File: config.mk
export PLATFORM = sky130hd
export DESIGN_NAME = pbm_bitmap_stream_decoder
export DESIGN_NICKNAME = d
export VERILOG_FILES = /design/src/rtl/core/pbm_pkg.sv /design/src/rtl/core/pbm_front.sv /design/src/rtl/core/pbm_cmd_fifo.sv /design/src/rtl/core/pbm_back.sv /design/src/rtl/core/pbm_bitmap_stream_decoder.sv
export VERILOG_INCLUDE_DIRS = /design/src /design/src/rtl/core
export SDC_FILE = /design/constraint.sdc
export NUM_CORES = 1
export LEC_CHECK = 0
export ABC_AREA = 1
export ABC_CLOCK_PERIOD_IN_PS = 5540
export CAP_MARGIN = 20
export CORE_ASPECT_RATIO = 1.25
export CORE_MARGIN = 2
export CORE_UTILIZATION = 58
export DETAILED_ROUTE_END_ITERATION = 8
export DONT_BUFFER_PORTS = 1
export PLACE_DENSITY = 0.88
export SLEW_MARGIN = 20
export SYNTH_ARGS = -nofsm -noshare
export SYNTH_HDL_FRONTEND = slang
export SYNTH_SLANG_ARGS = --single-unit
File: constraint.sdc
create_clock -name clk_i -period 5.54 [get_ports clk_i]
set_input_delay 0.831 -clock clk_i [delete_from_list [all_inputs] [get_ports clk_i]]
set_output_delay 0.831 -clock clk_i [all_outputs]
set_load 0.005 [all_outputs]
File: src/rtl/core/pbm_bitmap_stream_decoder_assert.svh
// Assertion macros for the PBM bitmap stream decoder.
// Included by files that check their own logic; depends on nothing else.
`ifndef PBM_BITMAP_STREAM_DECODER_ASSERT_SVH
`define PBM_BITMAP_STREAM_DECODER_ASSERT_SVH
`ifndef ASSERT_OFF
// Property that must hold at every rising clock edge outside reset.
`define PBM_ASSERT(lbl, clk, rst_n, prop) \
  lbl: assert property (@(posedge clk) disable iff (!rst_n) prop) \
    else $error("%m: assertion failed");
// Condition that must never be true outside reset.
`define PBM_ASSERT_NEVER(lbl, clk, rst_n, cond) \
  lbl: assert property (@(posedge clk) disable iff (!rst_n) !(cond)) \
    else $error("%m: forbidden condition seen");
`else
`define PBM_ASSERT(lbl, clk, rst_n, prop)
`define PBM_ASSERT_NEVER(lbl, clk, rst_n, cond)
`endif
`endif

File: src/rtl/core/pbm_pkg.sv
// Shared types and constants of the PBM bitmap stream decoder.
// Used by the front end, the command queue, the back end and the top level.
`timescale 1ns / 1ps

package pbm_pkg;

  // Parser phase of the front end.
  typedef enum logic [2:0] {
    PH_MAGIC,
    PH_WIDTH,
    PH_HEIGHT,
    PH_ASCII,
    PH_BINARY
  } phase_e;

  // Result kind codes as seen on the result port.
  typedef enum logic [1:0] {
    KIND_HEADER = 2'd0,
    KIND_PIXEL  = 2'd1,
    KIND_ERROR  = 2'd2
  } kind_e;

  // Characters the parser looks for.
  localparam logic [7:0] CHAR_P    = 8'h50;
  localparam logic [7:0] CHAR_ONE  = 8'h31;
  localparam logic [7:0] CHAR_FOUR = 8'h34;
  localparam logic [7:0] CHAR_HASH = 8'h23;
  localparam logic [7:0] CHAR_LF   = 8'h0A;
  localparam logic [7:0] CHAR_ZERO = 8'h30;
  localparam logic [7:0] CHAR_NINE = 8'h39;

  // Pixels carried by one binary byte.
  localparam logic [3:0] PIX_PER_BYTE = 4'd8;

  // One command from the front end to the back end.
  typedef struct packed {
    kind_e       kind;
    logic [7:0]  bits;
    logic [15:0] width;
    logic [15:0] height;
    logic [15:0] row;
    logic [15:0] col;
    logic [3:0]  count;
    logic        last;
  } cmd_t;

  // One result beat.
  typedef struct packed {
    kind_e       kind;
    logic [15:0] width;
    logic [15:0] height;
    logic        value;
    logic [15:0] row;
    logic [15:0] col;
    logic        last;
  } result_t;

  // Space, tab, LF, CR, VT and FF.
  function automatic logic is_space(input logic [7:0] c);
    return (c == 8'h20) || (c == 8'h09) || (c == 8'h0A) ||
           (c == 8'h0D) || (c == 8'h0B) || (c == 8'h0C);
  endfunction

endpackage

File: src/rtl/core/pbm_front.sv
// Front end: parses the header byte by byte and turns image bytes into commands.
// Depends on pbm_pkg.
`timescale 1ns / 1ps

module pbm_front #(
  parameter int MAX_DIM = 65535
) (
  input  logic           clk_i,
  input  logic           rst_ni,
  input  logic           accept_i,
  input  logic [7:0]     data_byte_i,
  output logic           cmd_valid_o,
  output pbm_pkg::cmd_t  cmd_o
);

  pbm_pkg::phase_e phase_q, phase_d;
  logic        in_comment_q, in_comment_d;
  logic        started_q, started_d;
  logic [1:0]  tok_len_q, tok_len_d;
  logic [7:0]  first_q, first_d;
  logic [7:0]  second_q, second_d;
  logic [15:0] acc_q, acc_d;
  logic        digits_open_q, digits_open_d;
  logic        binary_q, binary_d;
  logic [15:0] width_q, width_d;
  logic [15:0] height_q, height_d;
  logic [15:0] row_q, row_d;
  logic [15:0] col_q, col_d;

  logic [16:0] col_inc;
  logic [16:0] row_inc;
  logic [16:0] remain;
  logic [3:0]  n_bin;
  logic [16:0] col_bin;
  logic [19:0] acc_mult;
  logic [15:0] acc_sat;
  logic        is_digit;
  logic        is_ws;
  logic        wrap;
  logic        done;
  logic        go_start;
  logic        clear_tok;

  // Shared arithmetic for pixel positions and decimal accumulation.
  always_comb begin
    col_inc  = {1'b0, col_q} + 17'd1;
    row_inc  = {1'b0, row_q} + 17'd1;
    remain   = {1'b0, width_q} - {1'b0, col_q};
    n_bin    = (remain >= {13'd0, pbm_pkg::PIX_PER_BYTE}) ? pbm_pkg::PIX_PER_BYTE
                                                         : remain[3:0];
    col_bin  = {1'b0, col_q} + {13'd0, n_bin};
    is_digit = (data_byte_i >= pbm_pkg::CHAR_ZERO) && (data_byte_i <= pbm_pkg::CHAR_NINE);
    is_ws    = pbm_pkg::is_space(data_byte_i);
    acc_mult = {1'b0, acc_q, 3'b000} + {3'b000, acc_q, 1'b0} +
               {16'd0, data_byte_i[3:0] - pbm_pkg::CHAR_ZERO[3:0]};
    acc_sat  = (acc_mult > 20'(MAX_DIM)) ? 16'(MAX_DIM) : acc_mult[15:0];
  end

  // Next state and command for the accepted beat.
  always_comb begin
    phase_d       = phase_q;
    in_comment_d  = in_comment_q;
    started_d     = started_q;
    tok_len_d     = tok_len_q;
    first_d       = first_q;
    second_d      = second_q;
    acc_d         = acc_q;
    digits_open_d = digits_open_q;
    binary_d      = binary_q;
    width_d       = width_q;
    height_d      = height_q;
    row_d         = row_q;
    col_d         = col_q;
    cmd_valid_o   = 1'b0;
    cmd_o         = '0;
    cmd_o.kind    = pbm_pkg::KIND_PIXEL;
    wrap          = 1'b0;
    done          = 1'b0;
    go_start      = 1'b0;
    clear_tok     = 1'b0;

    if (accept_i) begin
      case (phase_q)
        pbm_pkg::PH_ASCII: begin
          if (!is_ws) begin
            wrap = col_inc >= {1'b0, width_q};
            done = wrap && (row_inc >= {1'b0, height_q});
            col_d = wrap ? 16'd0 : col_inc[15:0];
            row_d = wrap ? row_inc[15:0] : row_q;
            cmd_valid_o = 1'b1;
            cmd_o.bits  = {(data_byte_i == pbm_pkg::CHAR_ONE), 7'd0};
            cmd_o.row   = row_q;
            cmd_o.col   = col_q;
            cmd_o.count = 4'd1;
            cmd_o.last  = done;
            go_start    = done;
          end
        end
        pbm_pkg::PH_BINARY: begin
          // A byte never runs past the end of its row.
          wrap = col_bin >= {1'b0, width_q};
          done = wrap && (row_inc >= {1'b0, height_q});
          col_d = wrap ? 16'd0 : col_bin[15:0];
          row_d = wrap ? row_inc[15:0] : row_q;
          cmd_valid_o = 1'b1;
          cmd_o.bits  = data_byte_i;
          cmd_o.row   = row_q;
          cmd_o.col   = col_q;
          cmd_o.count = n_bin;
          cmd_o.last  = done;
          go_start    = done;
        end
        pbm_pkg::PH_MAGIC, pbm_pkg::PH_WIDTH, pbm_pkg::PH_HEIGHT: begin
          if (!started_q) begin
            // Skip whitespace and comments before a token.
            if (in_comment_q) begin
              if (data_byte_i == pbm_pkg::CHAR_LF) begin
                in_comment_d = 1'b0;
              end
            end else if (data_byte_i == pbm_pkg::CHAR_HASH) begin
              in_comment_d = 1'b1;
            end else if (!is_ws) begin
              started_d = 1'b1;
              first_d   = data_byte_i;
              tok_len_d = 2'd1;
              if (is_digit) begin
                acc_d = acc_sat;
              end else begin
                digits_open_d = 1'b0;
              end
            end
          end else if (is_ws) begin
            // The token ends on this byte.
            clear_tok = 1'b1;
            case (phase_q)
              pbm_pkg::PH_MAGIC: begin
                if ((tok_len_q == 2'd2) && (first_q == pbm_pkg::CHAR_P) &&
                    ((second_q == pbm_pkg::CHAR_ONE) ||
                     (second_q == pbm_pkg::CHAR_FOUR))) begin
                  binary_d = (second_q == pbm_pkg::CHAR_FOUR);
                  phase_d  = pbm_pkg::PH_WIDTH;
                end else begin
                  cmd_valid_o = 1'b1;
                  cmd_o.kind  = pbm_pkg::KIND_ERROR;
                  cmd_o.count = 4'd1;
                  go_start    = 1'b1;
                end
              end
              pbm_pkg::PH_WIDTH: begin
                width_d = acc_q;
                phase_d = pbm_pkg::PH_HEIGHT;
              end
              default: begin
                height_d     = acc_q;
                row_d        = 16'd0;
                col_d        = 16'd0;
                cmd_valid_o  = 1'b1;
                cmd_o.kind   = pbm_pkg::KIND_HEADER;
                cmd_o.width  = width_q;
                cmd_o.height = acc_q;
                cmd_o.count  = 4'd1;
                cmd_o.last   = (width_q == 16'd0) || (acc_q == 16'd0);
                go_start     = cmd_o.last;
                phase_d      = binary_q ? pbm_pkg::PH_BINARY : pbm_pkg::PH_ASCII;
              end
            endcase
          end else begin
            // Another byte of the current token.
            if (tok_len_q == 2'd1) begin
              second_d = data_byte_i;
            end
            if (tok_len_q != 2'd3) begin
              tok_len_d = tok_len_q + 2'd1;
            end
            if (digits_open_q) begin
              if (is_digit) begin
                acc_d = acc_sat;
              end else begin
                digits_open_d = 1'b0;
              end
            end
          end
        end
        default: begin
          go_start = 1'b1;
        end
      endcase

      if (clear_tok || go_start) begin
        started_d     = 1'b0;
        tok_len_d     = 2'd0;
        first_d       = 8'd0;
        second_d      = 8'd0;
        acc_d         = 16'd0;
        digits_open_d = 1'b1;
      end
      if (go_start) begin
        in_comment_d = 1'b0;
        phase_d      = pbm_pkg::PH_MAGIC;
        row_d        = 16'd0;
        col_d        = 16'd0;
      end
    end
  end

  // Parser state registers.
  always_ff @(posedge clk_i or negedge rst_ni) begin
    if (!rst_ni) begin
      phase_q       <= pbm_pkg::PH_MAGIC;
      in_comment_q  <= 1'b0;
      started_q     <= 1'b0;
      tok_len_q     <= 2'd0;
      first_q       <= 8'd0;
      second_q      <= 8'd0;
      acc_q         <= 16'd0;
      digits_open_q <= 1'b1;
      binary_q      <= 1'b0;
      width_q       <= 16'd0;
      height_q      <= 16'd0;
      row_q         <= 16'd0;
      col_q         <= 16'd0;
    end else begin
      phase_q       <= phase_d;
      in_comment_q  <= in_comment_d;
      started_q     <= started_d;
      tok_len_q     <= tok_len_d;
      first_q       <= first_d;
      second_q      <= second_d;
      acc_q         <= acc_d;
      digits_open_q <= digits_open_d;
      binary_q      <= binary_d;
      width_q       <= width_d;
      height_q      <= height_d;
      row_q         <= row_d;
      col_q         <= col_d;
    end
  end

endmodule

File: src/rtl/core/pbm_cmd_fifo.sv
// Two-entry command queue between the front end and the back end.
// Depends on pbm_pkg.
`timescale 1ns / 1ps

module pbm_cmd_fifo (
  input  logic          clk_i,
  input  logic          rst_ni,
  input  logic          wr_en_i,
  input  pbm_pkg::cmd_t wr_cmd_i,
  input  logic          rd_en_i,
  output logic          valid_o,
  output logic          full_o,
  output pbm_pkg::cmd_t head_o
);

  pbm_pkg::cmd_t entry_q [2];
  logic       wr_ptr_q, wr_ptr_d;
  logic       rd_ptr_q, rd_ptr_d;
  logic [1:0] count_q, count_d;

  assign valid_o = (count_q != 2'd0);
  assign full_o  = (count_q == 2'd2);
  assign head_o  = entry_q[rd_ptr_q];

  // Pointer and fill count update.
  always_comb begin
    wr_ptr_d = wr_en_i ? ~wr_ptr_q : wr_ptr_q;
    rd_ptr_d = rd_en_i ? ~rd_ptr_q : rd_ptr_q;
    count_d  = count_q + {1'b0, wr_en_i} - {1'b0, rd_en_i};
  end

  always_ff @(posedge clk_i or negedge rst_ni) begin
    if (!rst_ni) begin
      wr_ptr_q <= 1'b0;
      rd_ptr_q <= 1'b0;
      count_q  <= 2'd0;
    end else begin
      wr_ptr_q <= wr_ptr_d;
      rd_ptr_q <= rd_ptr_d;
      count_q  <= count_d;
    end
  end

  // Entry storage needs no reset.
  always_ff @(posedge clk_i) begin
    if (wr_en_i) begin
      entry_q[wr_ptr_q] <= wr_cmd_i;
    end
  end

endmodule

File: src/rtl/core/pbm_back.sv
// Back end: expands each command into result beats held in an output register.
// Depends on pbm_pkg.
`timescale 1ns / 1ps

module pbm_back (
  input  logic             clk_i,
  input  logic             rst_ni,
  input  logic             cmd_valid_i,
  input  pbm_pkg::cmd_t    cmd_i,
  output logic             cmd_pop_o,
  input  logic             pop_i,
  output logic             res_valid_o,
  output pbm_pkg::result_t res_o
);

  logic [2:0]       idx_q, idx_d;
  logic             valid_q, valid_d;
  pbm_pkg::result_t res_q, res_d;
  logic             last_beat;
  logic             load;
  logic [7:0]       shifted;

  assign res_valid_o = valid_q;
  assign res_o       = res_q;

  // Build the next beat from the head command and the beat index.
  always_comb begin
    last_beat = (({1'b0, idx_q} + 4'd1) == cmd_i.count);
    load      = cmd_valid_i && (!valid_q || pop_i);
    cmd_pop_o = load && last_beat;
    shifted   = cmd_i.bits << idx_q;

    res_d      = '0;
    res_d.kind = cmd_i.kind;
    case (cmd_i.kind)
      pbm_pkg::KIND_HEADER: begin
        res_d.width  = cmd_i.width;
        res_d.height = cmd_i.height;
        res_d.last   = cmd_i.last;
      end
      pbm_pkg::KIND_PIXEL: begin
        res_d.value = shifted[7];
        res_d.row   = cmd_i.row;
        res_d.col   = cmd_i.col + {13'd0, idx_q};
        res_d.last  = cmd_i.last && last_beat;
      end
      default: begin
      end
    endcase

    if (load) begin
      idx_d   = last_beat ? 3'd0 : idx_q + 3'd1;
      valid_d = 1'b1;
    end else begin
      idx_d   = idx_q;
      valid_d = pop_i ? 1'b0 : valid_q;
    end
  end

  always_ff @(posedge clk_i or negedge rst_ni) begin
    if (!rst_ni) begin
      idx_q   <= 3'd0;
      valid_q <= 1'b0;
    end else begin
      idx_q   <= idx_d;
      valid_q <= valid_d;
    end
  end

  // Output payload register.
  always_ff @(posedge clk_i) begin
    if (load) begin
      res_q <= res_d;
    end
  end

endmodule

File: src/rtl/core/pbm_bitmap_stream_decoder.sv
// PBM (P1/P4) bitmap stream decoder. One byte per cycle is accepted in the header
// and in ASCII data while the command queue is not full; the back end expands a
// binary byte into one result beat per pixel it holds (up to 8), and a two-entry
// command queue decouples the two sides. Results are held in an output register.
// Reset (asynchronous, active low) returns the parser to waiting for a magic token.
`timescale 1ns / 1ps
`include "pbm_bitmap_stream_decoder_assert.svh"

module pbm_bitmap_stream_decoder #(
  parameter int MAX_DIM = 65535
) (
  input  logic        clk_i,
  input  logic        rst_ni,
  input  logic        push,
  output logic        full,
  input  logic [7:0]  data_byte_i,
  output logic        empty,
  input  logic        pop,
  output logic [1:0]  result_kind_o,
  output logic [15:0] image_width_o,
  output logic [15:0] image_height_o,
  output logic        pixel_value_o,
  output logic [15:0] pixel_row_o,
  output logic [15:0] pixel_col_o,
  output logic        last_of_image_o
);

  logic             accept;
  logic             cmd_push;
  pbm_pkg::cmd_t    cmd_in;
  logic             cmd_valid;
  logic             cmd_full;
  logic             cmd_pop;
  pbm_pkg::cmd_t    cmd_head;
  logic             res_valid;
  pbm_pkg::result_t res;

  // An input beat is taken whenever the command queue has room.
  assign full   = cmd_full;
  assign accept = push && !cmd_full;

  pbm_front #(
    .MAX_DIM(MAX_DIM)
  ) u_front (
    .clk_i      (clk_i),
    .rst_ni     (rst_ni),
    .accept_i   (accept),
    .data_byte_i(data_byte_i),
    .cmd_valid_o(cmd_push),
    .cmd_o      (cmd_in)
  );

  pbm_cmd_fifo u_fifo (
    .clk_i   (clk_i),
    .rst_ni  (rst_ni),
    .wr_en_i (cmd_push),
    .wr_cmd_i(cmd_in),
    .rd_en_i (cmd_pop),
    .valid_o (cmd_valid),
    .full_o  (cmd_full),
    .head_o  (cmd_head)
  );

  pbm_back u_back (
    .clk_i      (clk_i),
    .rst_ni     (rst_ni),
    .cmd_valid_i(cmd_valid),
    .cmd_i      (cmd_head),
    .cmd_pop_o  (cmd_pop),
    .pop_i      (pop && res_valid),
    .res_valid_o(res_valid),
    .res_o      (res)
  );

  // Result ports.
  assign empty           = !res_valid;
  assign result_kind_o   = res.kind;
  assign image_width_o   = res.width;
  assign image_height_o  = res.height;
  assign pixel_value_o   = res.value;
  assign pixel_row_o     = res.row;
  assign pixel_col_o     = res.col;
  assign last_of_image_o = res.last;

  // The front end never writes a full command queue.
  `PBM_ASSERT_NEVER(a_no_queue_overflow, clk_i, rst_ni, cmd_push && cmd_full)

  // An error result never marks the end of an image.
  `PBM_ASSERT_NEVER(a_error_not_last, clk_i, rst_ni,
    !empty && (res.kind == pbm_pkg::KIND_ERROR) && last_of_image_o)

  // A header of an empty image is the last result of that image.
  `PBM_ASSERT(a_empty_image_last, clk_i, rst_ni,
    (!empty && (res.kind == pbm_pkg::KIND_HEADER) &&
     ((image_width_o == 16'd0) || (image_height_o == 16'd0))) |-> last_of_image_o)

endmodule

==> impl_metrics.json, run 1 <==
{
  "outcome": "finished clean",
  "fin_crit_sh_pct": 99.8,
  "fin_nets": 2371,
  "clk_latency_ns": 0.59,
  "synth-seq-cells": 339,
  "clockRootBuffer": "clkbuf_16",
  "syn_area_per_cell_sq_um": 8.88,
  "antenna_found_initial": 0,
  "final_cell_mix": "440 x nand2_1, 273 x inv_1, 226 x edfxtp_1",
  "fin_skew_ns": 0.0213,
  "worstMarginPinSlew_ns": 1.29,
  "power.total_mw": 12.9,
  "grt_max_degree": 113,
  "htree_levels": 1,
  "slowest_stage": "dfrtp_1",
  "drc_errors": 0,
  "grt_use_total_pct": 29.7,
  "die_y_um": 206,
  "globalplace.congestion": 0.970,
  "die-width_um": 165,
  "layout_commonest_cell": "nand2_1",
  "wl_per_cell_um": 19.8,
  "synth_top_cell_by_area": "edfxtp_1",
  "critPathKind": "reg -> reg",
  "powerDensity_mw_per_mm2": 574,
  "rsz0062_at_grt": "true",
  "top_level_ports": 82,
  "numCtsBuffers": 31,
  "post-dp-hpwl_um": 35300,
  "synth_area_sq_mm": 0.0189,
  "syn_inst": 2124,
  "antenna_left": 0,
  "grt_overflow": 0,
  "setup_viol": 0,
  "worst-path-max-fanout": 7,
  "cts_tree": "done",
  "area.growth.synth_to_final_pct": 19.0,
  "start_util_pct": 59.1,
  "core-area_sq_mm": 0.0319,
  "leakage_nw": 10.1,
  "die_area_sq_mm": 0.0340,
  "clk_pin_slew_ns": 0.07,
  "drive_gt1_share_pct": 18.6,
  "final_hold_viol_count": 0,
  "maxCapViolations": 0,
  "vias_per_cell": 6.02,
  "fmax_mhz": 181,
  "grt_pass1_vias": 15509,
  "synth_cell_types": 51,
  "yosys_warnings": 0,
  "drtIter0Drc": 1573,
  "rows": 73,
  "hp-class": "in -> async",
  "syn-num-nets": 2250,
  "irDropWorstVdd_v": 0.000357,
  "synth_top_area_share_pct": 36.0,
  "maxSlewHeadroom_pct": 12.8,
  "min_period_ns": 5.53,
  "drv_slew": 0,
  "cts.sinks": 339,
  "grt_pass1_wl_um": 79400,
  "cp-start-kind": "flip-flop",
  "yosysSeqAreaShare_pct": 51.0,
  "cts_buffer_depth": 3,
  "required_ns": 6.04,
  "cp_common_cell": "nor2_4",
  "antenna_cells": 0,
  "io_buffers": 0,
  "vias": 16147,
  "crit_path_end_kind": "flip-flop",
  "cpPeakStageDelay_ns": 0.42,
  "final.setup.tns_ns": 0,
  "crit_arrival_ns": 6.03,
  "yosys-top-cells-area": "edfxtp_1 36%, dfrtp_1 15%, nand2_1 10%",
  "dr.pass1.iters": 8,
  "routed_wl_um": 53100
}
==> flip-flops by register name, summed over array words and instances, names as in the netlist, 2 cells and up <==
name / cells
u_fifo.entry_q: 158
u_back.res_o: 68
u_front.acc_q: 16
u_front.col_q: 16
u_front.height_q: 16
u_front.row_q: 16
u_front.width_q: 16
u_front.first_q: 8
u_front.second_q: 8
u_back.idx_q: 3
u_front.phase_q: 3
u_fifo.count_q: 2
u_front.tok_len_q: 2
==> routing by layer <==
| metal | vias to the layer above | share of wire [%] | track usage, % |
|---|---|---|---|
| li1 | 7380 | - | - |
| met1 | 7665 | 36 | 35.2 |
| met2 | 891 | 50 | 51.6 |
| met3 | 211 | 7.5 | 4.39 |
| met4 | 0 | 6.3 | 16.5 |
| met5 | - | 0 | 0 |
==> final cells by class <==
class,instances,area (sq um)
repair buffers,142,1320
well taps,412,515
repair inverters,1,7.51
clock inverters,24,245
inverters,292,1120
clock buffers,34,787
fillers,2079,9450
flip-flops and latches,339,9620
multi-input cells,1438,8810
==> critical path, delay by kind of cell, from the launching register on <==
family / cells / cell delay (ns)
AND/OR/NAND/NOR: 19 / 2.11
adder cells (fa/ha/maj): 4 / 1.14
buffers and inverters: 9 / 1.06
AO/OA/AOI/OAI: 4 / 0.52
flip-flops: 1 / 0.42
XOR/XNOR: 1 / 0.19
==> timing repair <==
| action | 4_1_cts | 5_1_grt |
|---|---|---|
| buffers inserted | 6 | 14 |
| hold buffers | 1 | 0 |
| gates resized for setup | 28 | 207 |
| endpoints found under the hold margin | 112 | 0 |
| cloned | 1 | 7 |
| pin swaps | 7 | 57 |
| setup endpoints to repair | 71 | 72 |
==> power breakdown <==
group | internal [mW] | switching, mW | leakage [nW]
clock | 1.22 | 0.981 | 0.492
sequential | 3.45 | 0.467 | 3.67
combinational | 2.49 | 4.27 | 5.93
==> cell families after synthesis <==
logic type	Yosys count	share of synthesized area [%]
compound gates	324	9.52
xor+xnor	56	2.60
fa+ha+maj	114	7.76
buf+inv	348	7.15
flops	339	51.0
mux	6	0.319
simple gates	937	21.6
==> cells in the mapped netlist, drive strengths merged <==
library cell,instances
nand2,506
inv,290
edfxtp,226
nor2,177
o21ai,145
a21oi,139
dfrtp,112
ha,109
nand3,91
nor3,76
xor2,50
nand4,46
clkbuf,33
buf,23
nor4,17
or2,11
o22ai,10
mux2i,6
nand3b,6
o211ai,6
xnor2,6
a22o,5
and2,5
fa,5
a211oi,3
o31ai,3
a21boi,2
a221oi,2
clkinv,2
nor3b,2
o2111ai,2
o21bai,2
o221ai,2
a31oi,1
dfstp,1
o21a,1
o41ai,1
==> metrics by stage <==
| stage | hold WS [ns] | setup WS, ns | utilization, % | instances | instance area [sq um] |
|---|---|---|---|---|---|
| 6_report | 0.0904 | 0.0113 | 70.4 | 2682 | 22400 |
| 2_1_floorplan | 0.442 | 0.447 | - | 2124 | 18900 |
| 3_5_place_dp | 0.460 | -0.204 | 63.1 | 2597 | 20100 |
| 4_1_cts | 0.0788 | 0.0128 | 66.9 | 2663 | 21300 |
| 5_1_grt | 0.0803 | -0.282 | 70.4 | 2682 | 22400 |
| 3_3_place_gp | 0.454 | -0.108 | 63.1 | 2597 | 20100 |
==> path summary, 6_finish.rpt <==
| kind | from | endpoint | slack, ns | cells after the start |
|---|---|---|---|---|
| hold reg to reg | u_front.digits_open_q$_DFFE_PN1P_ | u_front.digits_open_q$_DFFE_PN1P_ | 0.48 | 2 |
| setup / recovery | u_front.col_q[0]$_DFFE_PN0P_ | u_front.col_q[4]$_DFFE_PN0P_ | 0.01 | 37 |
| hold / removal | rst_ni | u_front.digits_open_q$_DFFE_PN1P_ | 0.09 | 0 |
| min in group clk_i | pop | u_back.res_valid_o$_DFFE_PN0P_ | 0.35 | 1 |
| setup reg to reg | u_front.col_q[0]$_DFFE_PN0P_ | u_front.col_q[4]$_DFFE_PN0P_ | 0.01 | 37 |
| max in group asynchronous | rst_ni | u_front.width_q[3]$_DFFE_PN0P_ | 4.82 | 1 |
Power figures use the tool's default switching activity.
==> run 2: changes to the inputs <==
--- a/config.mk
+++ b/config.mk
@@ -7,14 +7,14 @@
 export NUM_CORES = 1
 export LEC_CHECK = 0
 export ABC_AREA = 1
-export ABC_CLOCK_PERIOD_IN_PS = 5540
 export CAP_MARGIN = 20
 export CORE_ASPECT_RATIO = 1.25
 export CORE_MARGIN = 2
-export CORE_UTILIZATION = 58
+export CORE_UTILIZATION = 62
+export CTS_BUF_LIST = sky130_fd_sc_hd__clkbuf_8
 export DETAILED_ROUTE_END_ITERATION = 8
 export DONT_BUFFER_PORTS = 1
-export PLACE_DENSITY = 0.88
+export PLACE_DENSITY = 0.9
 export SLEW_MARGIN = 20
 export SYNTH_ARGS = -nofsm -noshare
 export SYNTH_HDL_FRONTEND = slang
==> constraint.sdc (replaced) <==
create_clock -name clk_i -period 6 [get_ports clk_i]
set_input_delay 0.9 -clock clk_i [delete_from_list [all_inputs] [get_ports clk_i]]
set_output_delay 0.9 -clock clk_i [all_outputs]
set_load 0.005 [all_outputs]
==> run 2 against run 1 <==
Against the previous run:
- non-clock buffer count decreased by 41
- register-to-register slack improved by 0.16 ns
- design area decreased by 4.7%
- hold slack improved by 0.052 ns
- die area decreased by 6.3%
- fmax decreased by 5.2%
- utilization increased by 0.79 points
- highest routed layer unchanged
- clock-buffer cell count increased by 22
- wire length decreased by 6.5%
==> impl_metrics.json, run 2 (synthesis gave the netlist of run 1 again) <==
{
  "setup_viol": 0,
  "routed_wl_um": 49600,
  "grt_use_total_pct": 30.6,
  "largest_register_ffs": 158,
  "area.growth.synth_to_final_pct": 13.3,
  "required_ns": 6.48,
  "nFillCells": 2243,
  "placed_cell_area_sq_mm": 0.0198,
  "antenna_cells": 0,
  "crit_start": "u_front.col_q[13]$_DFFE_PN0P_",
  "crit_path_end_kind": "flip-flop",
  "start_util_pct": 62.8,
  "r2r-start": "u_front.col_q[13]$_DFFE_PN0P_",
  "grt_max_degree": 113,
  "fmax_mhz": 172,
  "dr.pass1.iters": 5,
  "maxCapViolations": 0,
  "hold_ws_ns": 0.142,
  "rows": 71,
  "die_y_um": 199,
  "seq_area_sq_mm": 0.00962,
  "min_period_ns": 5.83,
  "highest-signal-layer": "met4",
  "fin_skew_ns": 0.0125,
  "hp-class": "in -> async",
  "dr_wl_met2_um": 25400,
  "drv_slew": 0,
  "cp-start-kind": "flip-flop",
  "drtIter0Drc": 1776,
  "antenna_found_initial": 0,
  "cpPeakStageDelay_ns": 0.39,
  "maxSlewHeadroom_pct": 36.1,
  "grt_pass1_wl_um": 77100,
  "grt_pass1_vias": 15009,
  "powerDensity_mw_per_mm2": 510,
  "irDropWorstVdd_v": 0.000447,
  "wl_met3_um": 2820,
  "fin_nets": 2348,
  "clk_latency_ns": 0.61,
  "numCtsBuffers": 50,
  "top_level_ports": 82,
  "largest-register": "u_fifo.entry_q",
  "die-width_um": 160,
  "cts.sinks": 339,
  "final.setup.tns_ns": 0,
  "finalInstanceArea_sq_mm": 0.0214,
  "die_area_sq_mm": 0.0318,
  "antenna_left": 0,
  "post-dp-hpwl_um": 35500,
  "final_cell_mix": "487 x nand2_1, 294 x inv_1, 226 x edfxtp_1",
  "worstMarginPinSlew_ns": 0.946,
  "slowest_stage": "ha_1",
  "crit_arrival_ns": 6.31,
  "final_hold_viol_count": 0,
  "clockRootBuffer": "clkbuf_8",
  "globalplace.congestion": 0.971,
  "wl_per_cell_um": 18.6,
  "drive_gt1_share_pct": 13.3,
  "cp_common_cell": "nand2_1",
  "core-area_sq_mm": 0.0300,
  "worst-path-max-fanout": 16,
  "grt_overflow": 0,
  "layout_commonest_cell": "nand2_1",
  "leakage_nw": 9.69,
  "cts_tree": "done",
  "drc_errors": 0,
  "fin_crit_sh_pct": 97.2,
  "io_buffers": 0,
  "multiInputGateArea_sq_mm": 0.00820,
  "outcome": "finished clean",
  "critPathKind": "reg -> reg",
  "met1Wirelength_um": 19200,
  "htree_levels": 2,
  "vias_per_cell": 5.87,
  "clk_pin_slew_ns": 0.07,
  "cts_buffer_depth": 3,
  "vias": 15636
}
run 2: cell types whose count changed in the layout (fill, tap and decap cells not counted), moves of 13 or more:
cell | before | now
clkbuf_8 | 0 | 56
buf_4 | 117 | 89
nand2_4 | 28 | 0
clkbuf_16 | 36 | 3
nand2_2 | 38 | 19
o21ai_2 | 31 | 18
nand2_1 | 440 | 487
inv_1 | 273 | 294
run 2: power breakdown:
part | leakage [nW] | internal (mW) | switching [mW]
Clock | 0.578 | 0.995 | 0.913
Sequential | 3.67 | 3.19 | 0.382
Combinational | 5.44 | 1.87 | 3.56
run 2: cell type report:
class	count	share of cell area, %
Inverter	292	5.17
Multi-Input combinational cell	1438	38.4
Timing Repair Buffer	101	4.28
Clock buffer	56	3.61
Sequential cell	339	45.0
Clock inverter	36	1.20
Tap cell	401	2.35
run 2: metrics by stage:
stage	worst slack [ns]	std cells	utilization, %	power [mW]
after global placement	0.183	2551	66.0	8.44
final	0.170	2663	71.2	10.9
after CTS	0.0582	2644	69.5	10.6
after global routing	-0.106	2663	71.2	11.7
after detailed placement	0.0299	2551	66.0	8.63
after floorplan	0.241	2124	-	7.05
run 2: layer usage:
layer,up-vias,global-route usage [%]
li1,7339,-
met1,7469,37.0
met2,676,55.5
met3,152,4.17
met4,0,12.7
met5,-,0
run 2: repair_timing:
item / in CTS / in global routing
hold buffers: 1 / 0
endpoints found under the hold margin: 112 / 0
pin swaps: 0 / 26
setup endpoints to repair: 1 / 72
setup buffers: 0 / 14
gates resized for setup: 1 / 71
gates cloned: 0 / 5
run 2: worst paths after layout:
check | end | slack (ns) | cells past startpoint
setup / recovery | u_front.row_q[11]$_DFFE_PN0P_ | 0.17 | 37
hold / removal | u_front.digits_open_q$_DFFE_PN1P_ | 0.14 | 0
setup reg to reg | u_front.row_q[11]$_DFFE_PN0P_ | 0.17 | 37
hold reg to reg | u_front.first_q[2]$_DFFE_PN0P_ | 0.48 | 2
max in group asynchronous | u_front.col_q[1]$_DFFE_PN0P_ | 5.29 | 1
min in group clk_i | u_back.res_valid_o$_DFFE_PN0P_ | 0.40 | 1
run 2: critical path, delay by kind of cell (launching register included):
kind | cells | cell delay [ns]
compound gates | 4 | 0.53
fa+ha+maj | 3 | 0.98
xor+xnor | 1 | 0.12
flops | 1 | 0.37
buf+inv | 6 | 0.77
simple gates | 23 | 2.89
